## src/assert_macros.svh

```systemverilog
// Assertion macros used by the top-level RTL file.
`ifndef ASSERT_MACROS_SVH
`define ASSERT_MACROS_SVH
`ifndef SYNTH
`define ASSERT_IMPLIES(lbl, clk, rst_n, prop) \
    lbl: assert property (@(posedge clk) disable iff (!rst_n) prop) \
        else $error("implication check failed");
`define ASSERT_NEVER(lbl, clk, rst_n, cond) \
    lbl: assert property (@(posedge clk) disable iff (!rst_n) !(cond)) \
        else $error("forbidden condition seen");
`else
`define ASSERT_IMPLIES(lbl, clk, rst_n, prop)
`define ASSERT_NEVER(lbl, clk, rst_n, cond)
`endif
`endif

```

## src/imutfd_pkg.sv

```systemverilog
// Types, constants and helpers of the tagged FIFO decompressor.
`default_nettype none
package imutfd_pkg;

    localparam int SLOT_COUNT = 4;
    localparam int SLOT_BITS  = $clog2(SLOT_COUNT);

    localparam logic [15:0] AXIS_DEFAULT = 16'h7FFF;
    localparam logic [47:0] AXES_DEFAULT = {3{AXIS_DEFAULT}};

    localparam logic REG_COMP_AT_START = 1'b0;

    localparam logic [4:0] TAG_GYRO      = 5'h01;
    localparam logic [4:0] TAG_ACC       = 5'h02;
    localparam logic [4:0] TAG_TEMP      = 5'h03;
    localparam logic [4:0] TAG_TIME      = 5'h04;
    localparam logic [4:0] TAG_CFG       = 5'h05;
    localparam logic [4:0] TAG_ACC_T2    = 5'h06;
    localparam logic [4:0] TAG_ACC_T1    = 5'h07;
    localparam logic [4:0] TAG_ACC_2X8   = 5'h08;
    localparam logic [4:0] TAG_ACC_3X5   = 5'h09;
    localparam logic [4:0] TAG_GYRO_T2   = 5'h0A;
    localparam logic [4:0] TAG_GYRO_T1   = 5'h0B;
    localparam logic [4:0] TAG_GYRO_2X8  = 5'h0C;
    localparam logic [4:0] TAG_GYRO_3X5  = 5'h0D;
    localparam logic [4:0] TAG_NI_FIRST  = 5'h0E;
    localparam logic [4:0] TAG_NI_LAST   = 5'h12;
    localparam logic [4:0] TAG_NI_EXTRA  = 5'h19;

    typedef enum logic [1:0] {
        KIND_SAMPLE   = 2'd0,
        KIND_PARITY   = 2'd1,
        KIND_NOT_IMPL = 2'd2,
        KIND_UNKNOWN  = 2'd3
    } t_kind;

    typedef enum logic [3:0] {
        ST_CLEAR,
        ST_IDLE,
        ST_REL_RD,
        ST_REL_OUT,
        ST_DEC,
        ST_CHAIN,
        ST_ERR_OUT
    } t_state;

    typedef struct packed {
        logic [7:0] tag_byte;
        logic [7:0] x_low;
        logic [7:0] x_high;
        logic [7:0] y_low;
        logic [7:0] y_high;
        logic [7:0] z_low;
        logic [7:0] z_high;
    } t_in_item;

    typedef struct packed {
        logic [1:0]         kind;
        logic [31:0]        sample_index;
        logic signed [15:0] acc_x;
        logic signed [15:0] acc_y;
        logic signed [15:0] acc_z;
        logic signed [15:0] gyro_x;
        logic signed [15:0] gyro_y;
        logic signed [15:0] gyro_z;
        logic signed [15:0] temp_raw;
        logic [63:0]        stamp;
        logic [1:0]         extras_valid;
        logic               last;
    } t_out_item;

    // axes packed z:y:x, 16 bits each
    typedef struct packed {
        logic [47:0] acc;
        logic [47:0] gyro;
        logic [15:0] temp;
        logic [63:0] stamp;
        logic [31:0] cnt;
        logic        ftemp;
        logic        ftime;
    } t_slot;

    typedef struct packed {
        logic acc;
        logic gyro;
        logic temp;
        logic stamp;
        logic cnt;
        logic ftemp;
        logic ftime;
    } t_slot_we;

    function automatic logic [15:0] sx8(input logic [7:0] b);
        return {{8{b[7]}}, b};
    endfunction

    function automatic logic [15:0] sx5(input logic [4:0] v);
        return {{11{v[4]}}, v};
    endfunction

    function automatic logic [47:0] add_axes(input logic [47:0] base,
                                             input logic [15:0] dx,
                                             input logic [15:0] dy,
                                             input logic [15:0] dz);
        return {base[47:32] + dz, base[31:16] + dy, base[15:0] + dx};
    endfunction

    function automatic t_kind tag_kind(input logic [4:0] tag);
        t_kind k;
        if (tag >= TAG_GYRO && tag <= TAG_GYRO_3X5) begin
            k = KIND_SAMPLE;
        end else if ((tag >= TAG_NI_FIRST && tag <= TAG_NI_LAST) || tag == TAG_NI_EXTRA) begin
            k = KIND_NOT_IMPL;
        end else begin
            k = KIND_UNKNOWN;
        end
        return k;
    endfunction

endpackage
`default_nettype wire

```

## src/imutfd_slot_ram.sv

```systemverilog
// Slot memory: one entry per time slot, field write enables, registered read.
`default_nettype none
module imutfd_slot_ram
    import imutfd_pkg::*;
(
    input  wire logic                 i_clk,
    input  wire t_slot_we             i_we,
    input  wire logic [SLOT_BITS-1:0] i_waddr,
    input  wire t_slot                i_wdata,
    input  wire logic                 i_re,
    input  wire logic [SLOT_BITS-1:0] i_raddr,
    output t_slot                     o_rdata
);

    t_slot r_mem [SLOT_COUNT];
    t_slot r_rdata;

    always_ff @(posedge i_clk) begin
        if (i_we.acc)   r_mem[i_waddr].acc   <= i_wdata.acc;
        if (i_we.gyro)  r_mem[i_waddr].gyro  <= i_wdata.gyro;
        if (i_we.temp)  r_mem[i_waddr].temp  <= i_wdata.temp;
        if (i_we.stamp) r_mem[i_waddr].stamp <= i_wdata.stamp;
        if (i_we.cnt)   r_mem[i_waddr].cnt   <= i_wdata.cnt;
        if (i_we.ftemp) r_mem[i_waddr].ftemp <= i_wdata.ftemp;
        if (i_we.ftime) r_mem[i_waddr].ftime <= i_wdata.ftime;
    end

    always_ff @(posedge i_clk) begin
        if (i_re) begin
            r_rdata <= r_mem[i_raddr];
        end
    end

    assign o_rdata = r_rdata;

endmodule
`default_nettype wire

```

## src/imu_tagged_fifo_decompressor.sv

```systemverilog
// Top level of the tagged sensor FIFO word decompressor.
`default_nettype none
`include "assert_macros.svh"
// Takes one 7-byte tagged FIFO word per transfer and returns zero to five
// result transfers. After reset a clearing pass loads each slot of the
// slot memory and no word is taken meanwhile. A word is then accepted, each
// released slot is read from memory, then output and written back, the
// release scan ends, and the word is decoded; delta-compressed words then
// update their slots (T-2 and T-1 for the 8-bit pair, also T for the 5-bit
// triple) by chained read-modify-write. A word with a parity error skips
// the scan and gives one error result; an error tag adds one error result
// after the releases. Release and decode share the slot memory's read and
// write ports; a result waiting at the output stalls the sequencer.
module imu_tagged_fifo_decompressor
    import imutfd_pkg::*;
(
    input  wire logic        i_clk,
    input  wire logic        i_rst_n,
    input  wire logic        i_in_valid,
    output logic             o_in_ready,
    input  wire t_in_item    i_in_data,
    output logic             o_out_valid,
    input  wire logic        i_out_ready,
    output t_out_item        o_out_data,
    input  wire logic        psel,
    input  wire logic        penable,
    input  wire logic        pwrite,
    input  wire logic [2:0]  paddr,
    input  wire logic [31:0] pwdata,
    output logic [31:0]      prdata,
    output logic             pready
);

    t_state r_state, n_state;
    logic [SLOT_BITS-1:0] r_clr_idx, n_clr_idx;
    t_in_item r_word, n_word;
    logic [31:0] r_running, n_running;
    logic [31:0] r_release, n_release;
    logic r_started, n_started;
    logic [63:0] r_time_ext, n_time_ext;
    logic r_comp, n_comp;
    logic r_cfg, n_cfg;
    logic [2:0] r_nrel, n_nrel;
    logic [1:0] r_k, n_k;
    logic [47:0] r_chain, n_chain;
    t_kind r_kind, n_kind;
    t_out_item r_out, n_out;
    logic r_out_vld, n_out_vld;

    t_slot_we ram_we;
    logic [SLOT_BITS-1:0] ram_waddr, ram_raddr;
    t_slot ram_wdata, ram_rdata;
    logic ram_re;

    logic cfg_wr, out_free, out_load;
    logic [31:0] backlog, backlog_next;
    logic rel_more, rel_pend;
    logic [4:0] tag;
    logic [SLOT_BITS-1:0] slot_t;
    logic [1:0] in_tc;
    logic [31:0] base_run, base_rel;
    logic [29:0] run_hi;
    logic [63:0] ts_new;
    logic [47:0] chain_base, chain_sum;
    logic [15:0] d0, d1, d2;
    logic chain_last;
    logic [1:0] chain_back;
    logic is_triple, is_gyro_chain, parity_bad;

    imutfd_slot_ram u_ram (
        .i_clk   (i_clk),
        .i_we    (ram_we),
        .i_waddr (ram_waddr),
        .i_wdata (ram_wdata),
        .i_re    (ram_re),
        .i_raddr (ram_raddr),
        .o_rdata (ram_rdata)
    );

    assign cfg_wr = psel && penable && pwrite && pready;
    assign pready = 1'b1;
    assign prdata = (paddr[2] == REG_COMP_AT_START) ? {31'd0, r_cfg} : 32'd0;

    assign o_in_ready  = (r_state == ST_IDLE);
    assign o_out_valid = r_out_vld;
    assign o_out_data  = r_out;
    assign out_free    = !r_out_vld || i_out_ready;

    assign tag    = r_word.tag_byte[7:3];
    assign slot_t = r_running[SLOT_BITS-1:0];

    assign backlog      = r_running - r_release;
    assign backlog_next = r_running - (r_release + 32'd1);
    assign rel_pend = (r_nrel < 3'(SLOT_COUNT)) && (r_comp ? (backlog > 32'd2) : (backlog != 32'd0));
    assign rel_more = ((r_nrel + 3'd1) < 3'(SLOT_COUNT)) &&
                      (r_comp ? (backlog_next > 32'd2) : (backlog_next != 32'd0));

    // counter extension on an accepted word
    assign parity_bad = ^i_in_data.tag_byte;
    assign in_tc      = i_in_data.tag_byte[2:1];
    assign base_run   = r_started ? r_running : {30'd0, in_tc};
    assign base_rel   = r_started ? r_release : {30'd0, in_tc};
    assign run_hi     = (in_tc < base_run[1:0]) ? base_run[31:2] + 30'd1 : base_run[31:2];

    // timestamp extension
    assign ts_new = {(r_time_ext[31:0] > {r_word.y_high, r_word.y_low, r_word.x_high,
                     r_word.x_low}) ? r_time_ext[63:32] + 32'd1 : r_time_ext[63:32],
                     r_word.y_high, r_word.y_low, r_word.x_high, r_word.x_low};

    // delta chain
    assign is_triple     = (tag == TAG_ACC_3X5) || (tag == TAG_GYRO_3X5);
    assign is_gyro_chain = (tag == TAG_GYRO_2X8) || (tag == TAG_GYRO_3X5);
    assign chain_base    = (r_k == 2'd0) ? (is_gyro_chain ? ram_rdata.gyro : ram_rdata.acc)
                                         : r_chain;
    assign chain_last    = is_triple ? (r_k == 2'd2) : (r_k == 2'd1);
    assign chain_back    = 2'd2 - r_k;

    always_comb begin
        logic [7:0] lo, hi;
        lo = r_word.x_low;
        hi = r_word.x_high;
        case (r_k)
            2'd1:    begin lo = r_word.y_low; hi = r_word.y_high; end
            2'd2:    begin lo = r_word.z_low; hi = r_word.z_high; end
            default: begin lo = r_word.x_low; hi = r_word.x_high; end
        endcase
        if (is_triple) begin
            d0 = sx5(lo[4:0]);
            d1 = sx5({hi[1:0], lo[7:5]});
            d2 = sx5(hi[6:2]);
        end else if (r_k == 2'd0) begin
            d0 = sx8(r_word.x_low);
            d1 = sx8(r_word.x_high);
            d2 = sx8(r_word.y_low);
        end else begin
            d0 = sx8(r_word.y_high);
            d1 = sx8(r_word.z_low);
            d2 = sx8(r_word.z_high);
        end
    end

    assign chain_sum = add_axes(chain_base, d0, d1, d2);

    always_ff @(posedge i_clk) begin
        if (!i_rst_n) begin
            r_state    <= ST_CLEAR;
            r_clr_idx  <= '0;
            r_running  <= '0;
            r_release  <= '0;
            r_started  <= 1'b0;
            r_time_ext <= '0;
            r_comp     <= 1'b0;
            r_cfg      <= 1'b0;
            r_nrel     <= '0;
            r_k        <= '0;
            r_out_vld  <= 1'b0;
        end else begin
            r_state    <= n_state;
            r_clr_idx  <= n_clr_idx;
            r_running  <= n_running;
            r_release  <= n_release;
            r_started  <= n_started;
            r_time_ext <= n_time_ext;
            r_comp     <= n_comp;
            r_cfg      <= n_cfg;
            r_nrel     <= n_nrel;
            r_k        <= n_k;
            r_out_vld  <= n_out_vld;
        end
    end

    always_ff @(posedge i_clk) begin
        r_word  <= n_word;
        r_chain <= n_chain;
        r_kind  <= n_kind;
        r_out   <= n_out;
    end

    always_comb begin
        n_state    = r_state;
        n_clr_idx  = r_clr_idx;
        n_word     = r_word;
        n_running  = r_running;
        n_release  = r_release;
        n_started  = r_started;
        n_time_ext = r_time_ext;
        n_comp     = r_comp;
        n_cfg      = r_cfg;
        n_nrel     = r_nrel;
        n_k        = r_k;
        n_chain    = r_chain;
        n_kind     = r_kind;
        n_out      = r_out;
        n_out_vld  = r_out_vld && !i_out_ready;
        out_load   = 1'b0;
        ram_we     = '0;
        ram_waddr  = slot_t;
        ram_wdata  = '0;
        ram_re     = 1'b0;
        ram_raddr  = r_release[SLOT_BITS-1:0];

        if (cfg_wr && paddr[2] == REG_COMP_AT_START) begin
            n_cfg  = pwdata[0];
            n_comp = pwdata[0];
        end

        unique case (r_state)
            ST_CLEAR: begin
                ram_we    = '1;
                ram_waddr = r_clr_idx;
                ram_wdata = '{acc: AXES_DEFAULT, gyro: AXES_DEFAULT, default: '0};
                n_clr_idx = r_clr_idx + 1'b1;
                if (r_clr_idx == SLOT_BITS'(SLOT_COUNT - 1)) begin
                    n_state = ST_IDLE;
                end
            end
            ST_IDLE: begin
                if (i_in_valid) begin
                    n_word = i_in_data;
                    if (parity_bad) begin
                        n_kind  = KIND_PARITY;
                        n_state = ST_ERR_OUT;
                    end else begin
                        n_started = 1'b1;
                        n_running = {run_hi, in_tc};
                        n_release = base_rel;
                        n_nrel    = '0;
                        n_state   = ST_REL_RD;
                    end
                end
            end
            ST_REL_RD: begin
                if (rel_pend) begin
                    ram_re  = 1'b1;
                    n_state = ST_REL_OUT;
                end else begin
                    n_state = ST_DEC;
                end
            end
            ST_REL_OUT: begin
                if (out_free) begin
                    out_load = 1'b1;
                    n_out_vld = 1'b1;
                    n_out = '{kind: KIND_SAMPLE, sample_index: ram_rdata.cnt,
                              acc_x: ram_rdata.acc[15:0], acc_y: ram_rdata.acc[31:16],
                              acc_z: ram_rdata.acc[47:32],
                              gyro_x: ram_rdata.gyro[15:0], gyro_y: ram_rdata.gyro[31:16],
                              gyro_z: ram_rdata.gyro[47:32],
                              temp_raw: ram_rdata.temp, stamp: ram_rdata.stamp,
                              extras_valid: {ram_rdata.ftemp, ram_rdata.ftime},
                              last: !rel_more && (tag_kind(tag) == KIND_SAMPLE)};
                    // clear the slot; keep axes as delta bases with compression on
                    ram_we    = '{acc: !r_comp, gyro: !r_comp, default: 1'b1};
                    ram_waddr = r_release[SLOT_BITS-1:0];
                    ram_wdata = '{acc: AXES_DEFAULT, gyro: AXES_DEFAULT, default: '0};
                    n_release = r_release + 32'd1;
                    n_nrel    = r_nrel + 3'd1;
                    n_state   = ST_REL_RD;
                end
            end
            ST_DEC: begin
                n_state   = ST_IDLE;
                ram_wdata = '{acc: {r_word.z_high, r_word.z_low, r_word.y_high, r_word.y_low,
                                    r_word.x_high, r_word.x_low},
                              gyro: {r_word.z_high, r_word.z_low, r_word.y_high,
                                     r_word.y_low, r_word.x_high, r_word.x_low},
                              temp: {r_word.x_high, r_word.x_low},
                              stamp: ts_new, cnt: r_running, ftemp: 1'b1, ftime: 1'b1};
                case (tag)
                    TAG_GYRO: ram_we = '{gyro: 1'b1, cnt: 1'b1, default: 1'b0};
                    TAG_ACC:  ram_we = '{acc: 1'b1, cnt: 1'b1, default: 1'b0};
                    TAG_TEMP: ram_we = '{temp: 1'b1, ftemp: 1'b1, default: 1'b0};
                    TAG_TIME: begin
                        ram_we     = '{stamp: 1'b1, ftime: 1'b1, default: 1'b0};
                        n_time_ext = ts_new;
                    end
                    TAG_CFG: n_comp = r_word.y_high[7];
                    TAG_ACC_T2, TAG_ACC_T1: begin
                        ram_we = '{acc: 1'b1, cnt: 1'b1, default: 1'b0};
                        ram_waddr = (tag == TAG_ACC_T2) ? slot_t - SLOT_BITS'(2)
                                                        : slot_t - SLOT_BITS'(1);
                        ram_wdata.cnt = (tag == TAG_ACC_T2) ? r_running - 32'd2
                                                            : r_running - 32'd1;
                    end
                    TAG_GYRO_T2, TAG_GYRO_T1: begin
                        ram_we = '{gyro: 1'b1, cnt: 1'b1, default: 1'b0};
                        ram_waddr = (tag == TAG_GYRO_T2) ? slot_t - SLOT_BITS'(2)
                                                         : slot_t - SLOT_BITS'(1);
                        ram_wdata.cnt = (tag == TAG_GYRO_T2) ? r_running - 32'd2
                                                             : r_running - 32'd1;
                    end
                    TAG_ACC_2X8, TAG_ACC_3X5, TAG_GYRO_2X8, TAG_GYRO_3X5: begin
                        // fetch the base at slot T-3
                        ram_re    = 1'b1;
                        ram_raddr = slot_t - SLOT_BITS'(3);
                        n_k       = 2'd0;
                        n_state   = ST_CHAIN;
                    end
                    default: begin
                        n_kind  = tag_kind(tag);
                        n_state = ST_ERR_OUT;
                    end
                endcase
            end
            ST_CHAIN: begin
                ram_we    = '{acc: !is_gyro_chain, gyro: is_gyro_chain, cnt: 1'b1,
                              default: 1'b0};
                ram_waddr = slot_t - SLOT_BITS'(chain_back);
                ram_wdata = '{acc: chain_sum, gyro: chain_sum,
                              cnt: r_running - 32'(chain_back), default: '0};
                n_chain   = chain_sum;
                n_k       = r_k + 2'd1;
                if (chain_last) begin
                    n_state = ST_IDLE;
                end
            end
            ST_ERR_OUT: begin
                if (out_free) begin
                    out_load  = 1'b1;
                    n_out_vld = 1'b1;
                    n_out     = '0;
                    n_out.kind = r_kind;
                    n_out.last = 1'b1;
                    n_state   = ST_IDLE;
                end
            end
            default: n_state = ST_IDLE;
        endcase
    end

    `ASSERT_NEVER(a_ram_rw_same, i_clk, i_rst_n, ram_re && (|ram_we) && ram_raddr == ram_waddr)
    `ASSERT_NEVER(a_out_overrun, i_clk, i_rst_n, out_load && r_out_vld && !i_out_ready)
    `ASSERT_IMPLIES(a_parity_hold, i_clk, i_rst_n, (o_in_ready && i_in_valid && parity_bad) |=> ($stable(r_running) && $stable(r_release)))
    `ASSERT_NEVER(a_rel_limit, i_clk, i_rst_n, r_nrel > 3'(SLOT_COUNT))

endmodule
`default_nettype wire

```

## config.mk

```make
export PLATFORM = sky130hd
export DESIGN_NAME = imu_tagged_fifo_decompressor
export DESIGN_NICKNAME = d
export VERILOG_FILES = /design/src/imutfd_pkg.sv /design/src/imutfd_slot_ram.sv /design/src/imu_tagged_fifo_decompressor.sv
export VERILOG_INCLUDE_DIRS = /design/src /design/src/src
export SDC_FILE = /design/constraint.sdc
export NUM_CORES = 2
export LEC_CHECK = 0
export BUFFER_PORTS_ARGS = -buffer_cell sky130_fd_sc_hd__buf_2
export CAP_MARGIN = 30
export CORE_AREA = 4 4 328 330
export CTS_BUF_LIST = sky130_fd_sc_hd__clkbuf_2
export DETAILED_ROUTE_END_ITERATION = 16
export DIE_AREA = 0 0 332 334
export PLACE_DENSITY_LB_ADDON = 0.08
export RECOVER_POWER = 50
export SLEW_MARGIN = 20
export SYNTH_ARGS = -nofsm -noshare
export SYNTH_HDL_FRONTEND = slang
export SYNTH_SLANG_ARGS = --single-unit
```

## constraint.sdc

```tcl
create_clock -name i_clk -period 25.4 [get_ports i_clk]
set_clock_uncertainty 0.15 [all_clocks]
set_input_delay 1.27 -clock i_clk [delete_from_list [all_inputs] [get_ports i_clk]]
set_output_delay 1.27 -clock i_clk [all_outputs]
set_load 0.005 [all_outputs]
```

==> flow_metrics.py <==
metrics = {
    "global_route": {
        "grt_pass1_wl_mm": 262,
        "grt_pass1_vias": 45175,
        "use_met2": 0.490,
        "grt_use_total": 0.307,
        "grt_max_degree": 211,
        "met1_usage": 0.420,
        "busiest_layer": "met2",
        "antenna_found_initial": 8,
        "overflow": 0,
        "use_met3": 0.0591,
    },
    "power_and_ir_drop": {
        "switchingPower_mw": 2.16,
        "peakVddDrop_mv": 0.0963,
        "p_comb_frac": 0.228,
        "powerDensity_nw_per_um2": 91.0,
        "power.share.clock": 0.233,
        "seqPwrFrac": 0.539,
        "switching_share": 0.320,
        "p_int_mw": 4.58,
        "leakage_nw": 26.5,
    },
    "sta": {
        "min_period_ns": 9.76,
        "relSlewSlack": -1.83,
        "slew_violations": 1119,
        "tightest_slew_ns": 4.25,
        "timing.final.ws_setup_ns": 15.64,
        "timing.final.crit_share": 0.384,
        "hold_viol_final": 0,
        "fmax_mhz": 102,
        "tns_ns": 0,
        "rsz0062_at_grt": "no",
        "finalSetupViolations": 0,
    },
    "cts": {
        "clock_sinks": 1508,
        "clock_path_buffers": 4,
        "cts_tree": "yes",
        "post_cts_buffers": 0,
        "cts_made_buffers": 377,
        "clk_pin_slew_ns": 0.10,
        "cts_max_level": 5,
        "clock_latency_ns": 1.60,
        "cts_root_buf": "clkbuf_2",
    },
    "die": {
        "initial_core_util": 0.646,
        "fp-row-count": 119,
        "fp.dieW_um": 332,
        "die-area_sq_um": 111000,
        "core_sq_um": 105000,
        "ios": 346,
        "die-height_um": 334,
    },
    "detailed_routing": {
        "drt_iter0_markers": 5002,
        "wl_mm": 173,
        "wl_per_cell_um": 22.5,
        "via_per_inst": 6.08,
        "first_pass_iters": 6,
        "ant_nets": 0,
        "drc": 0,
        "routed-via-count": 46689,
    },
    "synthesis": {
        "syn_area_sq_um": 67700,
        "ys_types": 96,
        "async_flop_share": 0,
        "syn_avg_cell_area_sq_um": 12.3,
        "synth_warnings": 0,
        "seq_area_frac_synth": 0.648,
        "synth_ff_type": "edfxtp_1",
        "synth_edf_count": 1366,
        "ys_ff_latch": 1508,
        "netlist_instances": 5529,
    },
    "min_path": {
        "min-delay-path-class": "in2reg",
    },
    "place": {
        "gp_congestion": 0.920,
        "dpl_cell_area_sq_um": 70400,
        "dp_hpwl_mm": 109,
        "dpl_worst_slack_ns": 18.90,
        "portBuffers": 280,
    },
    "cells_and_area": {
        "design_area_sq_um": 74100,
        "nets": 6277,
        "area_growth_pct": 9.42,
        "drive_gt1_frac": 0.123,
        "mostFrequentLayoutCell": "edfxtp_1",
        "fillers": 7533,
        "layout_common_cells": "edfxtp_1, nand2_1, clkbuf_2",
    },
    "setup_path": {
        "cp.arrival_ns": 10.67,
        "critPathKind": "reg2reg",
        "reg2reg_slack_ns": 15.64,
        "critPathLaunchType": "flip-flop",
        "cp.required_ns": 26.31,
        "crit_fanout": 42,
        "end_kind": "flip-flop",
    },
    "run": {
        "maxCapViolCount": 24,
    },
    "status": {
        "violations": "max-capacitance violations, max-slew violations",
        "outcome": "finished, violations left",
    },
}
power by group through the flow:
| stage | Clock (mW) | Combinational, mW | Sequential (mW) |
|---|---|---|---|
| 6_report | 1.57 | 1.54 | 3.64 |
| 5_1_grt | 1.75 | 1.67 | 3.67 |
| 4_1_cts | 1.61 | 1.53 | 3.62 |
| 3_5_place_dp | 0 | 1.52 | 3.68 |
| 3_3_place_gp | 0 | 1.47 | 3.66 |
| 2_1_floorplan | 0 | 0.973 | 3.67 |
cell type report:
type,instances,area (sq um),area share
Sequential cell,1508,43900,0.592
Inverter,148,557,0.00751
Clock inverter,114,672,0.00907
Clock buffer,524,2620,0.0354
Multi-Input combinational cell,3551,22100,0.298
Timing Repair Buffer,434,2550,0.0345
Tap cell,1391,1740,0.0235
Antenna cell,4,10.0,0.000135
cells in the mapped netlist, types with 22 or more instances:
cell type     n  area [sq um]
and2_1      490          3070
a211o_1      30           263
xnor2_1     118          1030
and3_1       31           194
a21oi_1     210          1050
clkbuf_1    292          1100
buf_4        32           240
nand3_1      94           470
a21o_1       42           315
nand4_1      43           269
nor2b_1      51           319
or3_1        30           188
edfxtp_1   1366         41000
o22ai_1      25           156
a21boi_0     57           428
nor4_1       34           213
nand2_1     683          2560
xor2_1       53           464
a211oi_1    229          1720
a22oi_1      22           165
inv_1       143           537
ha_1        153          1910
nor2_1      302          1130
nor3_1       77           385
o21ai_0     145           726
dfxtp_1     142          2840
o211ai_1     24           180
mux2i_1     104          1040
a31oi_1     232          1450
registers in the layout, summed over array words and instances (netlist names), 2 cells and up:
| register | flops |
|---|---|
| r_release | 32 |
| u_ram.o_rdata | 210 |
| r_time_ext | 64 |
| r_nrel | 3 |
| r_word | 53 |
| r_chain | 48 |
| u_ram.r_mem | 840 |
| r_running | 32 |
| r_clr_idx | 2 |
| r_state | 3 |
| r_k | 2 |
| r_kind | 2 |
| o_out_data | 213 |
repair_timing:
action                                 CTS  global route
endpoints found under the hold margin   83             0
setup endpoints to repair                0             0
resized for setup                        0             0
hold buffers                            61             0
worst max-delay path: stages (launching register included):
cell and delay (ns):
dfxtp_2 0.33, clkbuf_1 1.73, inv_1 0.90, nor2_1 0.57, o21ai_0 0.26, nor2_4 0.19, clkbuf_1 1.92, clkbuf_1 1.49
clkbuf_1 1.74
per-stage QoR:
| stage | hold slack (ns) | cells | total power, mW | util |
|---|---|---|---|---|
| CTS | 0.0802 | 7653 | 6.76 | 0.709 |
| global route | 0.162 | 7674 | 7.09 | 0.707 |
| global placement | 0.304 | 6947 | 5.13 | 0.670 |
| floorplan | 0.293 | 5559 | 4.64 | - |
| finish | 0.298 | 7674 | 6.74 | 0.707 |
| detailed placement | 0.314 | 6954 | 5.19 | 0.671 |
kinds of logic after synthesis:
| logic type | after synthesis | synth area share |
|---|---|---|
| AO/OA/AOI/OAI | 1165 | 0.115 |
| XOR/XNOR | 171 | 0.0221 |
| adder cells (fa/ha/maj) | 159 | 0.0300 |
| buffers and inverters | 500 | 0.0299 |
| flip-flops | 1508 | 0.648 |
| multiplexers | 111 | 0.0165 |
| other | 2 | 0.000111 |
| AND/OR/NAND/NOR | 1913 | 0.139 |
path summary, 6_finish.rpt:
path                                                  start                            end  depth (start not counted)
worst min register to register  u_ram.o_rdata[84]$_DFFE_PP_   o_out_data[53]$_SDFFCE_PN0P_                          1
worst min-delay path                                 pwrite              r_comp$_SDFF_PN0_                          5
worst max register to register      r_state[0]$_SDFFE_PN0P_  o_out_data[123]$_SDFFCE_PN0P_                          8
worst max-delay path                r_state[0]$_SDFFE_PN0P_  o_out_data[123]$_SDFFCE_PN0P_                          8
metal layers:
| metal | vias to the layer above | part of all wire |
|---|---|---|
| met5 | - | 0 |
| met4 | 0 | 0.037 |
| met3 | 334 | 0.090 |
| met2 | 2189 | 0.47 |
| met1 | 22627 | 0.40 |
| li1 | 21539 | - |
Note: power is estimated with default switching activity, not from simulation.
